File: src/nal_unit_chunk_splitter_macros.svh
// Assertion macros used by the chunk splitter result queue.
`ifndef NAL_UNIT_CHUNK_SPLITTER_MACROS_SVH
`define NAL_UNIT_CHUNK_SPLITTER_MACROS_SVH

// Same-cycle implication, disabled during reset.
`define NCS_ASSERT_NOW(lbl, clk, rst_n, ante, cons) \
    lbl: assert property (@(posedge clk) disable iff (!rst_n) (ante) |-> (cons)) \
        else $error("ncs: same-cycle check failed");

// Next-cycle implication, disabled during reset.
`define NCS_ASSERT_NEXT(lbl, clk, rst_n, ante, cons) \
    lbl: assert property (@(posedge clk) disable iff (!rst_n) (ante) |=> (cons)) \
        else $error("ncs: next-cycle check failed");

`endif

File: src/ncs_pkg.sv
// Types, constants and helper functions of the NAL unit chunk splitter.
package ncs_pkg;

    localparam int WIN_DEPTH = 6;
    localparam int BUF_DEPTH = 7;
    localparam int PADDR_W   = 3;

    // register index as decoded from paddr[2]
    localparam logic REG_CODEC = 1'b0;

    // start code lengths
    localparam logic [2:0] SC_NONE = 3'd0;
    localparam logic [2:0] SC_LEN3 = 3'd3;
    localparam logic [2:0] SC_LEN4 = 3'd4;

    // window fill at which the oldest byte is tested before the first start code
    localparam logic [2:0] OPEN_FILL = 3'd5;

    // auxiliary unit type ranges
    localparam logic [4:0] AVC_AUX_LO  = 5'd6;
    localparam logic [4:0] AVC_AUX_HI  = 5'd9;
    localparam logic [5:0] HEVC_AUX_LO = 6'd32;
    localparam logic [5:0] HEVC_AUX_HI = 6'd35;

    typedef logic [WIN_DEPTH-1:0][7:0] ncs_win_t;

    typedef struct packed {
        logic [7:0] out_byte;
        logic       first_of_chunk;
        logic       last_of_chunk;
        logic       stream_end;
        logic       last_result;
    } ncs_res_t;

    typedef struct packed {
        logic [2:0]                   count;
        ncs_res_t [WIN_DEPTH-1:0]     res;
    } ncs_batch_t;

    // Start code length at byte i among the first n window bytes.
    function automatic logic [2:0] code_len(ncs_win_t w, int i, logic [2:0] n);
        logic [WIN_DEPTH+2:0][7:0] p;
        logic [2:0]                len;
        begin
            p   = {24'h0, w};
            len = SC_NONE;
            if ((i + 3 < int'(n)) && p[i] == 8'h00 && p[i+1] == 8'h00 &&
                p[i+2] == 8'h00 && p[i+3] == 8'h01)
                len = SC_LEN4;
            else if ((i + 2 < int'(n)) && p[i] == 8'h00 && p[i+1] == 8'h00 &&
                     p[i+2] == 8'h01)
                len = SC_LEN3;
            return len;
        end
    endfunction

    // Unit header classification: 1 = VCL, 0 = auxiliary.
    function automatic logic is_vcl(logic [7:0] h, logic hevc);
        logic [5:0] t6;
        logic [4:0] t5;
        begin
            t6 = h[6:1];
            t5 = h[4:0];
            if (hevc)
                return !(t6 >= HEVC_AUX_LO && t6 <= HEVC_AUX_HI);
            return !(t5 >= AVC_AUX_LO && t5 <= AVC_AUX_HI);
        end
    endfunction

endpackage

File: src/ncs_if.sv
// Valid/ready stream interfaces for the input bytes and the chunk results.
interface ncs_in_if;
    logic       valid;
    logic       ready;
    logic [7:0] data_byte;
    logic       end_of_stream;

    modport source (output valid, output data_byte, output end_of_stream, input ready);
    modport sink   (input valid, input data_byte, input end_of_stream, output ready);
endinterface

interface ncs_out_if;
    logic       valid;
    logic       ready;
    logic [7:0] out_byte;
    logic       first_of_chunk;
    logic       last_of_chunk;
    logic       stream_end;
    logic       last_result;

    modport source (output valid, output out_byte, output first_of_chunk,
                    output last_of_chunk, output stream_end, output last_result,
                    input ready);
    modport sink   (input valid, input out_byte, input first_of_chunk,
                    input last_of_chunk, input stream_end, input last_result,
                    output ready);
endinterface

File: src/ncs_cfg.sv
// APB configuration register: codec selection.
module ncs_cfg (
    input  logic                        clk,
    input  logic                        rst_n,
    input  logic                        psel,
    input  logic                        penable,
    input  logic                        pwrite,
    input  logic [ncs_pkg::PADDR_W-1:0] paddr,
    input  logic [31:0]                 pwdata,
    output logic [31:0]                 prdata,
    output logic                        pready,
    output logic                        codec_is_hevc
);
    import ncs_pkg::*;

    logic codec_reg;
    logic codec_next;
    logic wr_en;

    assign pready = 1'b1;
    assign wr_en  = psel && penable && pwrite && (paddr[2] == REG_CODEC);

    assign codec_next = wr_en ? pwdata[0] : codec_reg;

    always_ff @(posedge clk or negedge rst_n)
    begin
        if (!rst_n)
            codec_reg <= 1'b0;
        else
            codec_reg <= codec_next;
    end

    // bits [1:0] of paddr are the byte lane and ignored
    assign prdata        = (paddr[2] == REG_CODEC) ? {31'h0, codec_reg} : 32'h0;
    assign codec_is_hevc = codec_reg;

endmodule

File: src/ncs_scan.sv
// Window, start code detection and chunk grouping; one step per byte.
module ncs_scan (
    input  logic                clk,
    input  logic                rst_n,
    input  logic                step,
    input  logic [7:0]          data_byte,
    input  logic                end_of_stream,
    input  logic                codec_is_hevc,
    output ncs_pkg::ncs_batch_t batch
);
    import ncs_pkg::*;

    ncs_win_t   win_reg, win_next, win_new, shifted;
    logic [2:0] fill_reg, fill_next;
    logic       open_reg, open_next;
    logic       fvcl_reg, fvcl_next;
    logic [1:0] skip_reg, skip_next;
    logic       pfm_reg, pfm_next;

    logic [2:0] wr_idx, nf, off, start, count;
    logic       first, cut, vcl;

    always_comb
    begin
        wr_idx  = (fill_reg >= 3'(WIN_DEPTH)) ? 3'(WIN_DEPTH - 1) : fill_reg;
        win_new = win_reg;
        win_new[wr_idx] = data_byte;
        nf      = wr_idx + 3'd1;

        win_next  = win_reg;
        fill_next = fill_reg;
        open_next = open_reg;
        fvcl_next = fvcl_reg;
        skip_next = skip_reg;
        pfm_next  = pfm_reg;

        batch   = '0;
        start   = 3'd0;
        count   = 3'd0;
        first   = 1'b0;
        off     = SC_NONE;
        cut     = 1'b0;
        vcl     = 1'b0;
        shifted = win_new;

        if (step)
        begin
            if (end_of_stream)
            begin
                // flush: whole window (open chunk) or from the first start code
                if (open_reg)
                begin
                    start = 3'd0;
                    first = pfm_reg;
                end
                else
                begin
                    start = nf;
                    for (int i = WIN_DEPTH - 1; i >= 0; i--)
                    begin
                        if (code_len(win_new, i, nf) != SC_NONE)
                            start = 3'(i);
                    end
                    first = 1'b1;
                end
                count   = nf - start;
                shifted = ncs_win_t'(win_new >> {start, 3'b000});
                batch.count = count;
                for (int k = 0; k < WIN_DEPTH; k++)
                begin
                    if (3'(k) < count)
                    begin
                        batch.res[k].out_byte       = shifted[k];
                        batch.res[k].first_of_chunk = (k == 0) ? first : 1'b0;
                        batch.res[k].last_of_chunk  = (3'(k) == count - 3'd1);
                        batch.res[k].stream_end     = (3'(k) == count - 3'd1);
                        batch.res[k].last_result    = (3'(k) == count - 3'd1);
                    end
                end
                win_next  = '0;
                fill_next = 3'd0;
                open_next = 1'b0;
                fvcl_next = 1'b0;
                skip_next = 2'd0;
                pfm_next  = 1'b1;
            end
            else if (!open_reg)
            begin
                win_next  = win_new;
                fill_next = nf;
                if (nf >= OPEN_FILL)
                begin
                    off = code_len(win_new, 0, nf);
                    if (off != SC_NONE)
                    begin
                        open_next = 1'b1;
                        fvcl_next = is_vcl(win_new[off], codec_is_hevc);
                        skip_next = 2'(off - 3'd1);
                        pfm_next  = 1'b1;
                    end
                    else
                    begin
                        win_next  = ncs_win_t'(win_new >> 8);
                        fill_next = nf - 3'd1;
                    end
                end
            end
            else if (nf < 3'(WIN_DEPTH))
            begin
                win_next  = win_new;
                fill_next = nf;
            end
            else
            begin
                if (skip_reg != 2'd0)
                begin
                    skip_next = skip_reg - 2'd1;
                end
                else
                begin
                    off = code_len(win_new, 1, 3'(WIN_DEPTH));
                    if (off != SC_NONE)
                    begin
                        vcl = is_vcl(win_new[3'd1 + off], codec_is_hevc);
                        if (fvcl_reg || vcl)
                        begin
                            cut       = 1'b1;
                            fvcl_next = vcl;
                            skip_next = 2'(off - 3'd1);
                        end
                    end
                end
                batch.count                 = 3'd1;
                batch.res[0].out_byte       = win_new[0];
                batch.res[0].first_of_chunk = pfm_reg;
                batch.res[0].last_of_chunk  = cut;
                batch.res[0].stream_end     = 1'b0;
                batch.res[0].last_result    = 1'b1;
                pfm_next  = cut;
                win_next  = ncs_win_t'(win_new >> 8);
                fill_next = nf - 3'd1;
            end
        end
    end

    always_ff @(posedge clk or negedge rst_n)
    begin
        if (!rst_n)
        begin
            win_reg  <= '0;
            fill_reg <= 3'd0;
            open_reg <= 1'b0;
            fvcl_reg <= 1'b0;
            skip_reg <= 2'd0;
            pfm_reg  <= 1'b1;
        end
        else
        begin
            win_reg  <= win_next;
            fill_reg <= fill_next;
            open_reg <= open_next;
            fvcl_reg <= fvcl_next;
            skip_reg <= skip_next;
            pfm_reg  <= pfm_next;
        end
    end

endmodule

File: src/ncs_obuf.sv
// Result queue: takes a batch of up to six results, sends one per cycle while chunk.ready is high.
`include "nal_unit_chunk_splitter_macros.svh"

module ncs_obuf (
    input  logic                clk,
    input  logic                rst_n,
    input  logic                push,
    input  ncs_pkg::ncs_batch_t batch,
    output logic                space,
    ncs_out_if.source           chunk
);
    import ncs_pkg::*;

    ncs_res_t [BUF_DEPTH-1:0] buf_reg, buf_next;
    logic [2:0]               cnt_reg, cnt_next;
    logic [2:0]               base;
    logic [2:0]               slot;
    logic                     pop;
    logic                     tail_lr;

    assign chunk.valid          = (cnt_reg != 3'd0);
    assign chunk.out_byte       = buf_reg[0].out_byte;
    assign chunk.first_of_chunk = buf_reg[0].first_of_chunk;
    assign chunk.last_of_chunk  = buf_reg[0].last_of_chunk;
    assign chunk.stream_end     = buf_reg[0].stream_end;
    assign chunk.last_result    = buf_reg[0].last_result;

    assign pop   = chunk.valid && chunk.ready;
    assign base  = cnt_reg - {2'b00, pop};
    // a new batch goes in only behind at most one waiting result
    assign space = (cnt_reg <= 3'd1);

    // last result of the incoming batch
    assign tail_lr = batch.res[batch.count - 3'd1].last_result;

    always_comb
    begin
        slot = 3'd0;
        for (int j = 0; j < BUF_DEPTH - 1; j++)
            buf_next[j] = pop ? buf_reg[j+1] : buf_reg[j];
        buf_next[BUF_DEPTH-1] = buf_reg[BUF_DEPTH-1];
        cnt_next = base;
        if (push)
        begin
            for (int j = 0; j < BUF_DEPTH; j++)
            begin
                slot = 3'(j) - base;
                if (3'(j) >= base && slot < batch.count)
                    buf_next[j] = batch.res[slot];
            end
            cnt_next = base + batch.count;
        end
    end

    always_ff @(posedge clk)
    begin
        buf_reg <= buf_next;
    end

    always_ff @(posedge clk or negedge rst_n)
    begin
        if (!rst_n)
            cnt_reg <= 3'd0;
        else
            cnt_reg <= cnt_next;
    end

    `NCS_ASSERT_NOW(a_push_room, clk, rst_n, push, base <= 3'd1)
    `NCS_ASSERT_NOW(a_batch_tail, clk, rst_n, push && batch.count != 3'd0, tail_lr)
    `NCS_ASSERT_NEXT(a_drain, clk, rst_n, pop && !push, cnt_reg == $past(cnt_reg) - 3'd1)
    `NCS_ASSERT_NEXT(a_shown, clk, rst_n, push && batch.count != 3'd0, chunk.valid)

endmodule

File: src/nal_unit_chunk_splitter.sv
// Throughput: one byte per cycle while no flush runs and results are taken;
// stream.ready is high whenever at most one result waits in the result queue.
// Path: input register, then result queue; a byte leaves five accepted bytes
// after it entered. An end-of-stream byte flushes up to six results, one per
// cycle from the queue while chunk.ready is high. Reset (rst_n low, asynchronous):
// window empty, no chunk open, queue empty, codec register back to H.264.
module nal_unit_chunk_splitter (
    input  logic                        clk,
    input  logic                        rst_n,
    ncs_in_if.sink                      stream,
    ncs_out_if.source                   chunk,
    input  logic                        psel,
    input  logic                        penable,
    input  logic                        pwrite,
    input  logic [ncs_pkg::PADDR_W-1:0] paddr,
    input  logic [31:0]                 pwdata,
    output logic [31:0]                 prdata,
    output logic                        pready
);
    import ncs_pkg::*;

    // input register stage
    logic       s1_valid_reg, s1_valid_next;
    logic [7:0] s1_byte_reg;
    logic       s1_eos_reg;
    logic       take;
    logic       advance;
    logic       space;

    logic       codec_is_hevc;
    ncs_batch_t batch;

    ncs_cfg u_cfg (
        .clk           (clk),
        .rst_n         (rst_n),
        .psel          (psel),
        .penable       (penable),
        .pwrite        (pwrite),
        .paddr         (paddr),
        .pwdata        (pwdata),
        .prdata        (prdata),
        .pready        (pready),
        .codec_is_hevc (codec_is_hevc)
    );

    // the held byte moves on once the queue has room for its batch
    assign advance      = s1_valid_reg && space;
    assign stream.ready = !s1_valid_reg || space;
    assign take         = stream.valid && stream.ready;
    assign s1_valid_next = take || (s1_valid_reg && !advance);

    always_ff @(posedge clk or negedge rst_n)
    begin
        if (!rst_n)
            s1_valid_reg <= 1'b0;
        else
            s1_valid_reg <= s1_valid_next;
    end

    // payload: no reset needed
    always_ff @(posedge clk)
    begin
        if (take) begin
            s1_byte_reg <= stream.data_byte;
            s1_eos_reg  <= stream.end_of_stream;
        end
    end

    // window scan and grouping decision, one step per transfer
    ncs_scan u_scan (
        .clk           (clk),
        .rst_n         (rst_n),
        .step          (advance),
        .data_byte     (s1_byte_reg),
        .end_of_stream (s1_eos_reg),
        .codec_is_hevc (codec_is_hevc),
        .batch         (batch)
    );

    // result queue; each result leaves in a transfer of its own
    ncs_obuf u_obuf (
        .clk   (clk),
        .rst_n (rst_n),
        .push  (advance),
        .batch (batch),
        .space (space),
        .chunk (chunk)
    );

endmodule

File: src/flat_wrapper.sv
// flat-port wrapper written by rule: the top's interface ports become plain ports
module nal_unit_chunk_splitter_flat import ncs_pkg::*;
  (clk, rst_n, psel, penable, pwrite, paddr, pwdata, prdata, pready, stream_valid, stream_data_byte, stream_end_of_stream, stream_ready, chunk_valid, chunk_out_byte, chunk_first_of_chunk, chunk_last_of_chunk, chunk_stream_end, chunk_last_result, chunk_ready);
  ncs_in_if stream_i ();
  ncs_out_if chunk_i ();
  input  logic clk;
  input  logic rst_n;
  input  logic psel;
  input  logic penable;
  input  logic pwrite;
  input  logic [ncs_pkg::PADDR_W-1:0] paddr;
  input  logic [31:0] pwdata;
  output logic [31:0] prdata;
  output logic pready;
  input wire logic [$bits(stream_i.valid)-1:0] stream_valid;
  input wire logic [$bits(stream_i.data_byte)-1:0] stream_data_byte;
  input wire logic [$bits(stream_i.end_of_stream)-1:0] stream_end_of_stream;
  output wire logic [$bits(stream_i.ready)-1:0] stream_ready;
  output wire logic [$bits(chunk_i.valid)-1:0] chunk_valid;
  output wire logic [$bits(chunk_i.out_byte)-1:0] chunk_out_byte;
  output wire logic [$bits(chunk_i.first_of_chunk)-1:0] chunk_first_of_chunk;
  output wire logic [$bits(chunk_i.last_of_chunk)-1:0] chunk_last_of_chunk;
  output wire logic [$bits(chunk_i.stream_end)-1:0] chunk_stream_end;
  output wire logic [$bits(chunk_i.last_result)-1:0] chunk_last_result;
  input wire logic [$bits(chunk_i.ready)-1:0] chunk_ready;
  assign stream_i.valid = stream_valid;
  assign stream_i.data_byte = stream_data_byte;
  assign stream_i.end_of_stream = stream_end_of_stream;
  assign stream_ready = stream_i.ready;
  assign chunk_valid = chunk_i.valid;
  assign chunk_out_byte = chunk_i.out_byte;
  assign chunk_first_of_chunk = chunk_i.first_of_chunk;
  assign chunk_last_of_chunk = chunk_i.last_of_chunk;
  assign chunk_stream_end = chunk_i.stream_end;
  assign chunk_last_result = chunk_i.last_result;
  assign chunk_i.ready = chunk_ready;
  nal_unit_chunk_splitter u_core (.clk(clk), .rst_n(rst_n), .stream(stream_i), .chunk(chunk_i), .psel(psel), .penable(penable), .pwrite(pwrite), .paddr(paddr), .pwdata(pwdata), .prdata(prdata), .pready(pready));
endmodule
File: config.mk
export PLATFORM = sky130hd
export DESIGN_NAME = nal_unit_chunk_splitter_flat
export DESIGN_NICKNAME = d
export VERILOG_FILES = /design/src/ncs_pkg.sv /design/src/ncs_if.sv /design/src/ncs_cfg.sv /design/src/ncs_scan.sv /design/src/ncs_obuf.sv /design/src/nal_unit_chunk_splitter.sv /design/src/flat_wrapper.sv
export VERILOG_INCLUDE_DIRS = /design/src /design/src/src
export SDC_FILE = /design/constraint.sdc
export NUM_CORES = 1
export LEC_CHECK = 0
export CAP_MARGIN = 40
export CORE_UTILIZATION = 41
export DETAILED_ROUTE_END_ITERATION = 6
export DONT_BUFFER_PORTS = 1
export GPL_ROUTABILITY_DRIVEN = 0
export PLACE_DENSITY = 0.52
export SYNTH_ARGS = -nofsm -noshare
export SYNTH_HDL_FRONTEND = slang
export SYNTH_SLANG_ARGS = --single-unit
File: constraint.sdc
create_clock -name clk -period 8.4 [get_ports clk]
set_input_delay 1.68 -clock clk [delete_from_list [all_inputs] [get_ports clk]]
set_output_delay 1.68 -clock clk [all_outputs]
set_load 0.05 [all_outputs]
==> out/metrics.cfg <==
[run_status]
status=completed

[clock_tree]
cts_resized=0
cts.sinks=154
clockBufferDepth=2
h-tree-depth=4
cts_tree=done
post_cts_buffers=0
cts_root_buffer=clkbuf_16
insertion_delay_ps=470
holdBufCountCts=0
cts_inserted_buffers=17
clk_pin_slew_ps=70

[global_routing]
antenna_found_initial=0
grt_first_pass_wirelength_um=79000
grt_pass1_vias=12400
grt_max_degree=78
overflow=0
grtUsageTotal_pct=33.5

[sta]
worst_slack_ps=777
setup_viol=0
period_needed_ps=7620
rsz0062_at_grt=no
maxSlewViolCount=0
relSlewSlack_pct=36.5
hold_viol=0
clock_skew_ps=13.0
fin_tns_setup_ps=0
tightest_slew_ps=926
finalCritPeriodShare_pct=90.8
clock.fmax_ghz=0.131

[yosys]
synth_ff_type=dfxtp_1
yosysMostFrequentCell=nand2_1
synthTopCellsByArea=dfrtp_1, dfxtp_1, nand2_1
synthesis.area_um2=12800
avgSynthCellArea_um2=7.66
yosysSeqAreaShare_pct=28.1
synth_seq_cells=154
synthCells=1672
synth_edf_count=21
synth_top_cell_area_share_pct=11.7
yosysTopAreaCell=dfrtp_1
yosysWarnings=0
ys_top_cells_by_count=nand2_1, nor2_1, o21ai_0
async_flop_share_pct=39.6
yosysUniqueCellTypes=94

[setup_path]
worst-endpoint-arrival_ps=7950
required_ps=8720
path_max_fanout=15
cp-end-kind=flip-flop
critPathKind=reg -> reg
startpoint_type=flip-flop

[die]
die_w_um=179
die-area_um2=32000
ioPinCount=98
fp.dieH_um=179
start_util_pct=41.8
coreArea_um2=30700
num_rows=64

[final_layout]
diodes=0
instances_no_fill=2031
n_fill_cell=3137
fin_nets=1704
drive_gt1_share_pct=10.1
syn_to_final_growth_pct=6.80
largest_reg_flops=72

[drt]
num_vias=13800
drc=0
dr.pass1.iters=6
drt-wirelength-per-cell_um=26.2
drt_iter0_drc=2011
ant_nets=0
vias_per_cell=6.79
routed_wl_um=53300

[power_and_ir_drop]
p_leak_nw=5.45
power_density_nw_per_um2=469
peakVddDrop_mv=0.241

[place]
hpwlAfterDp_um=39000
portBuffers=0
pre_cts_ws_ps=1030
place_inst=1999

[run]
drv_cap=0

[min_path]
hold_class=reg -> reg

[cell usage in the layout (no fill, tap or decap), types with 13 or more instances in the layout]
master / netlist / layout
a211oi_1: 28 / 28
a21oi_1: 82 / 81
a221oi_1: 15 / 15
a22o_1: 41 / 41
a31oi_1: 31 / 31
a32oi_1: 13 / 13
and3_1: 14 / 14
buf_4: 41 / 53
clkbuf_16: 0 / 18
conb_1: 2 / 32
dfrtp_1: 60 / 60
dfxtp_1: 72 / 72
edfxtp_1: 21 / 21
ha_1: 29 / 29
inv_1: 35 / 35
mux2_2: 30 / 30
mux2i_1: 74 / 74
nand2_1: 263 / 261
nand3_1: 52 / 52
nor2_1: 139 / 138
nor3_1: 75 / 75
nor4_1: 15 / 15
o211ai_1: 26 / 26
o21ai_0: 103 / 102
o22ai_1: 32 / 32
o31ai_1: 25 / 25
or3_1: 16 / 16
[stage by stage]
stage	total power [mW]	instance area [um^2]	utilization, %	hold slack (ps)
floorplan	4.25	12900	-	445
global placement	5.41	13000	42.5	464
detailed placement	5.47	13100	42.7	468
CTS	6.29	13700	44.6	482
global route	6.77	13700	44.6	499
finish	6.41	13700	44.6	479
[worst paths after layout]
| path | startpoint | to | slack, ps | cells past startpoint |
|---|---|---|---|---|
| min reg2reg | u_core.u_obuf.buf_reg[13]$_DFF_P_ | u_core.u_obuf.chunk.stream_end$_DFF_P_ | 480 | 2 |
| min in group asynchronous | rst_n | u_core.u_scan.win_reg[24]$_DFFE_PN0P_ | 910 | 0 |
| max reg2reg | u_core.u_scan.fill_reg[0]$_DFFE_PN0P_ | u_core.u_obuf.buf_reg[71]$_DFF_P_ | 780 | 24 |
| max | u_core.u_scan.fill_reg[0]$_DFFE_PN0P_ | u_core.u_obuf.buf_reg[71]$_DFF_P_ | 780 | 24 |
| max in group asynchronous | rst_n | u_core.u_scan.pfm_reg$_DFFE_PN1P_ | 7310 | 0 |
| min | u_core.u_obuf.buf_reg[13]$_DFF_P_ | u_core.u_obuf.chunk.stream_end$_DFF_P_ | 480 | 2 |
[metal layers]
metal,vias to the layer above,global-route usage [%],part of all wire (%)
met5,-,0,0
met1,6658,47.0,44
li1,6129,-,-
met2,843,49.6,43
met3,160,6.91,9.8
met4,0,13.8,3.7
[logic make-up after synthesis]
family	synth area share, %
AO/OA/AOI/OAI	29.6
XOR/XNOR	0.410
adder cells (fa/ha/maj)	3.15
buffers and inverters	7.22
flip-flops	28.1
multiplexers	8.42
other	0.0586
AND/OR/NAND/NOR	23.0
[worst max-delay path: stages, from the launching register on]
cell	delay, ps
dfrtp_1	590
nor3b_2	750
mux2i_1	680
nand3_1	170
or3_1	590
a211oi_4	280
buf_4	230
nor2_1	90
o21ai_2	190
inv_2	60
ha_1	180
fa_1	440
nor2_1	170
inv_1	80
o31a_1	260
o221a_2	170
inv_1	130
nand2_1	270
ha_1	390
a221o_1	330
or2_2	400
nor2_1	390
nand2_1	280
o22ai_1	280
a211oi_1	70
[area by class of cell]
class                           count  area, um^2  area share, %
Clock inverter                     13         129          0.942
Clock buffer                       19         464           3.39
Tap cell                          396         495           3.62
Sequential cell                   154        3600           26.3
Inverter                           39         146           1.07
Timing Repair Buffer               55         408           2.98
Multi-Input combinational cell   1355        8440           61.7
[power breakdown]
part           total (mW)  internal (mW)  switching [mW]
Sequential           1.39           1.07           0.324
Combinational        4.22           1.28            2.94
Clock               0.801          0.440           0.361
Total                6.41           2.79            3.63
Note: power is estimated with default switching activity, not from simulation.
